--- config.mk ---
export PLATFORM = sky130hd
export DESIGN_NAME = afuh_ctrl
export DESIGN_NICKNAME = d
export VERILOG_FILES = /design/src/design/afuh_pkg.sv /design/src/design/afuh_ctrl.sv
export SDC_FILE = /design/constraint.sdc
export NUM_CORES = 1
export LEC_CHECK = 0
export BUFFER_PORTS_ARGS = -buffer_cell sky130_fd_sc_hd__buf_2
export CAP_MARGIN = 20
export CORE_AREA = 2 2 39 41
export CTS_BUF_LIST = sky130_fd_sc_hd__clkbuf_8
export DETAILED_ROUTE_END_ITERATION = 16
export DIE_AREA = 0 0 41 43
export GPL_TIMING_DRIVEN = 0
export HOLD_SLACK_MARGIN = 0.03
export SETUP_SLACK_MARGIN = 0.15
export SYNTH_ARGS = -nofsm -noshare
export SYNTH_HDL_FRONTEND = slang
export SYNTH_SLANG_ARGS = --single-unit
--- constraint.sdc ---
create_clock -name clk_i -period 1.04 [get_ports clk_i]
set_input_delay 0.208 -clock clk_i [delete_from_list [all_inputs] [get_ports clk_i]]
set_output_delay 0.208 -clock clk_i [all_outputs]
set_load 0.01 [all_outputs]
--- src/design/afuh_pkg.sv ---
// Package for the audio byte FIFO with underrun hold.
// Holds shared constants, the controller state type and the command and status structs.
// Depends on nothing.
package afuh_pkg;

  localparam int unsigned DepthDefault = 4096;
  localparam int unsigned LanesDefault = 4;

  // Field widths fixed by the interface.
  localparam int unsigned ByteW   = 8;
  localparam int unsigned LaneInW = 2;
  localparam int unsigned LimitW  = 13;
  localparam int unsigned CountW  = 32;

  localparam logic [LimitW-1:0] LimitReset = 13'd4096;

  // Item command codes.
  localparam logic CmdPush = 1'b0;
  localparam logic CmdPull = 1'b1;

  typedef enum logic [1:0] {
    ST_IDLE,
    ST_CLAMP,
    ST_EXEC,
    ST_READ
  } afuh_state_e;

  // Controller to datapath.
  typedef struct packed {
    logic latch_item;  // capture accepted item
    logic clamp;       // trim occupancy to the limit
    logic push;        // write byte, advance write pointer
    logic pull_hit;    // issue store read, advance read pointer
    logic underrun;    // emit held byte, bump count
    logic hit_out;     // emit read byte, refresh hold
  } afuh_cmd_t;

  // Datapath to controller.
  typedef struct packed {
    logic is_pull;
    logic empty;
    logic out_free;
  } afuh_status_t;

endpackage

--- src/design/afuh_ctrl.sv ---
// Controller state machine for the audio byte FIFO.
// Sequences clamp, execute and read steps of one item at a time.
// Depends on afuh_pkg.
module afuh_ctrl (
  input  logic                  clk_i,
  input  logic                  rst_ni,
  input  logic                  in_valid_i,
  output logic                  in_stall_o,
  input  afuh_pkg::afuh_status_t status_i,
  output afuh_pkg::afuh_cmd_t    cmd_o
);
  import afuh_pkg::*;

  afuh_state_e state_q, state_d;

  always_ff @(posedge clk_i or negedge rst_ni) begin
    if (!rst_ni) begin
      state_q <= ST_IDLE;
    end else begin
      state_q <= state_d;
    end
  end

  // Next state.
  always_comb begin
    state_d = state_q;
    unique case (state_q)
      ST_IDLE: begin
        if (in_valid_i) state_d = ST_CLAMP;
      end
      ST_CLAMP: begin
        state_d = ST_EXEC;
      end
      ST_EXEC: begin
        priority if (!status_i.is_pull) begin
          state_d = ST_IDLE;
        end else if (!status_i.empty) begin
          state_d = ST_READ;
        end else if (status_i.out_free) begin
          state_d = ST_IDLE;
        end
      end
      ST_READ: begin
        if (status_i.out_free) state_d = ST_IDLE;
      end
      default: state_d = ST_IDLE;
    endcase
  end

  // Outputs.
  always_comb begin
    cmd_o      = '0;
    in_stall_o = 1'b1;
    unique case (state_q)
      ST_IDLE: begin
        in_stall_o       = 1'b0;
        cmd_o.latch_item = in_valid_i;
      end
      ST_CLAMP: begin
        cmd_o.clamp = 1'b1;
      end
      ST_EXEC: begin
        priority if (!status_i.is_pull) begin
          cmd_o.push = 1'b1;
        end else if (!status_i.empty) begin
          cmd_o.pull_hit = 1'b1;
        end else begin
          cmd_o.underrun = status_i.out_free;
        end
      end
      ST_READ: begin
        cmd_o.hit_out = status_i.out_free;
      end
      default: begin
        in_stall_o = 1'b1;
      end
    endcase
  end

endmodule

==> impl_metrics.toml <==
[finish]
nets = 43
antenna_cells = 0
largest_reg_flops = 2
largest-register = "state_q"
largest_registers = "state_q x2"
utilization_pct = 25.8
syn2layout_area_growth_pct = 144
drive_above_1_share_pct = 75.0

[detailed_routing]
routed_wl_um = 456
ant_nets = 0
via_count = 191
drc = 0
via_per_inst = 3.67
dr.pass1.iters = 1
drtIter0Drc = 0
post_drt_wl_per_cell_um = 8.77

[run]
cap_violations = 0

[power_and_ir_drop]
p_per_area_mw_per_mm2 = 2800
p_leak_nw = 0.184
power_uw = 998
ir_worst_vdd_v = 0.000869

[sta]
hold_viol_final = 0
slew_headroom_pct = 86.0
period_needed_ns = 1.33
whs_ns = 0.231
worst_slack_ns = -0.287
worstMarginPinSlew_ns = 0.210
fin_worst_skew_ns = 0.00746
setup_viol = 9
min_period_over_period_pct = 128
rsz0062_at_grt = "yes"
drv_slew = 0
max_freq_mhz = 754

[grt]
grt_start_max_net_pins = 9
grt_pass1_wl_um = 676
grt_pass1_vias = 164
top_usage_layer = "met4"
met2_usage_pct = 7.19
grt-ovfl-total = 0
grt_antenna_before_repair = 0
globalRouteMet1Util_pct = 7.69
grtUsageMet3_pct = 1.57
track_usage_pct = 6.52

[yosys]
yosysWarnings = 0
ys_types = 11
yosys-top-cells-area = "dfrtp_1 34%, nor2b_1 13%, nor4bb_2 11%"
synth_area_per_cell_um2 = 9.76
synth_cells = 15
ys_seq_elements = 2
syn_nets = 21
yosys.area.top_type = "dfrtp_1"
yosysTopAreaCellShare_pct = 34.2
yosysSeqAreaShare_pct = 34.2
synthesis.area_um2 = 146

[floorplanning]
dieHeight_um = 43
core_area_mm2 = 0.00138
die_area_mm2 = 0.00176
fp.dieW_um = 41
ioPinCount = 13
initial_core_util_pct = 10.6
rows = 14

[setup_path]
critPathCaptureType = "output pin"
arrival_ns = 1.12
worstSetupPathType = "register to output pin"
critPathBufInv = 1
slowest_delay_ns = 0.45
crit_family = "flip-flops"
required_ns = 0.83
r2r_end = "state_q[0]"
cp_slowest_cell = "dfrtp_2"
crit_chain = "nor4bb_4, buf_2"
rr_worst_depth = 3
r2r_start = "state_q[0]"
r2r_slack_ns = -0.18
cp-start-kind = "register"
crit_fanout = 7

[clocking]
cts_tree = "built"
clk_path_buf_depth = 2
insertion_delay_ns = 0.21
clock_sinks = 2
cts_buffers = 3
cts.clk_slew.worst_paths_ns = 0.03
cts_max_level = 1
cts_root_buffer = "clkbuf_8"

[placement]
finalWeightedCongestion = 0.684
pre_cts_ws_ns = -0.111
port_buffers = 12
hpwl_um = 320

[worst_hold_path]
worstHoldEndpoint = "state_q[1]"
whs_path_depth = 2
hold_class = "input port to register"
hp-start = "status_i[0]"

[status]
status = "finished with violations"
violations = "setup timing"
-- placed cells by master (no fill, tap or decap) --
cell type / count
and3_4: 1
nor2b_1: 1
or2_4: 1
dlygate4sd3_1: 1
buf_6: 3
dfrtp_2: 2
or3_1: 1
nor3b_1: 1
a21oi_1: 1
a31oi_1: 1
and3b_1: 1
buf_4: 3
clkbuf_8: 3
buf_2: 10
or2_2: 1
nor4bb_4: 1
and4_1: 1
nor2b_2: 1
nor2b_4: 1
inv_1: 1
-- logic make-up (layout without fill, tap and decap cells) --
group                  count (synthesis)  in the layout  share of synthesized area [%]
and+or+nand+nor                       11             11                           58.1
AOI/OAI and AO/OA                      2              2                           7.69
DFF                                    2              2                           34.2
buffers and inverters                  0             21                              0
-- report_power, final --
group	internal, mW	leakage [nW]	total (mW)	switching, mW
combinational	0.324	0.134	0.483	0.159
clock	0.250	0.0269	0.319	0.0682
sequential	0.123	0.0224	0.197	0.0745
-- what timing repair did --
| action | CTS | global route |
|---|---|---|
| setup buffers | 2 | 2 |
| setup endpoints to repair | 9 | 9 |
| gates resized for setup | 2 | 4 |
| hold endpoints to repair | 2 | 0 |
| hold buffers | 1 | 0 |
| cloned | 0 | 0 |
| pin swaps | 1 | 1 |
-- Yosys cell counts --
cell	instances
nor4bb_2	1
nor3b_1	1
and4_1	1
or2_2	2
and3_1	1
nor2b_1	3
dfrtp_1	2
and3b_1	1
or3_1	1
a21oi_1	1
a31oi_1	1
-- through the flow --
| step | area [µm²] | cells | TNS [ns] |
|---|---|---|---|
| 4_1_cts | 324 | 50 | -1.67 |
| 6_report | 357 | 52 | -1.89 |
| 5_1_grt | 357 | 52 | -2.38 |
| 3_3_place_gp | 246 | 43 | -0.420 |
| 2_1_floorplan | 166 | 15 | -0.0345 |
| 3_5_place_dp | 246 | 43 | -0.452 |
-- how the worst max path moves through the flow --
| stage | end | cells past startpoint | start |
|---|---|---|---|
| 2_1_floorplan | state_q[0] | 2 | state_q[1] |
| 5_1_grt | cmd_o[2] | 2 | state_q[0] |
| 6_report | cmd_o[2] | 2 | state_q[0] |
| 3_3_place_gp | cmd_o[1] | 3 | state_q[1] |
| 3_5_place_dp | cmd_o[1] | 3 | state_q[1] |
| 4_1_cts | cmd_o[2] | 2 | state_q[0] |
-- layout make-up --
cell class                      instances  area [µm²]
Tap cell                               16        20.0
Clock buffer                            3        41.3
Timing Repair Buffer                   17         116
Fill cell                             155        1030
Sequential cell                         2        52.6
Multi-Input combinational cell         13         123
Clock inverter                          1        3.75
-- per-layer routing --
metal	wire (µm)	share of wire, %
met1	197	43
met2	224	49
met3	35	7.7
met4	0	0
met5	0	0
(Power assumes the default switching activity.)
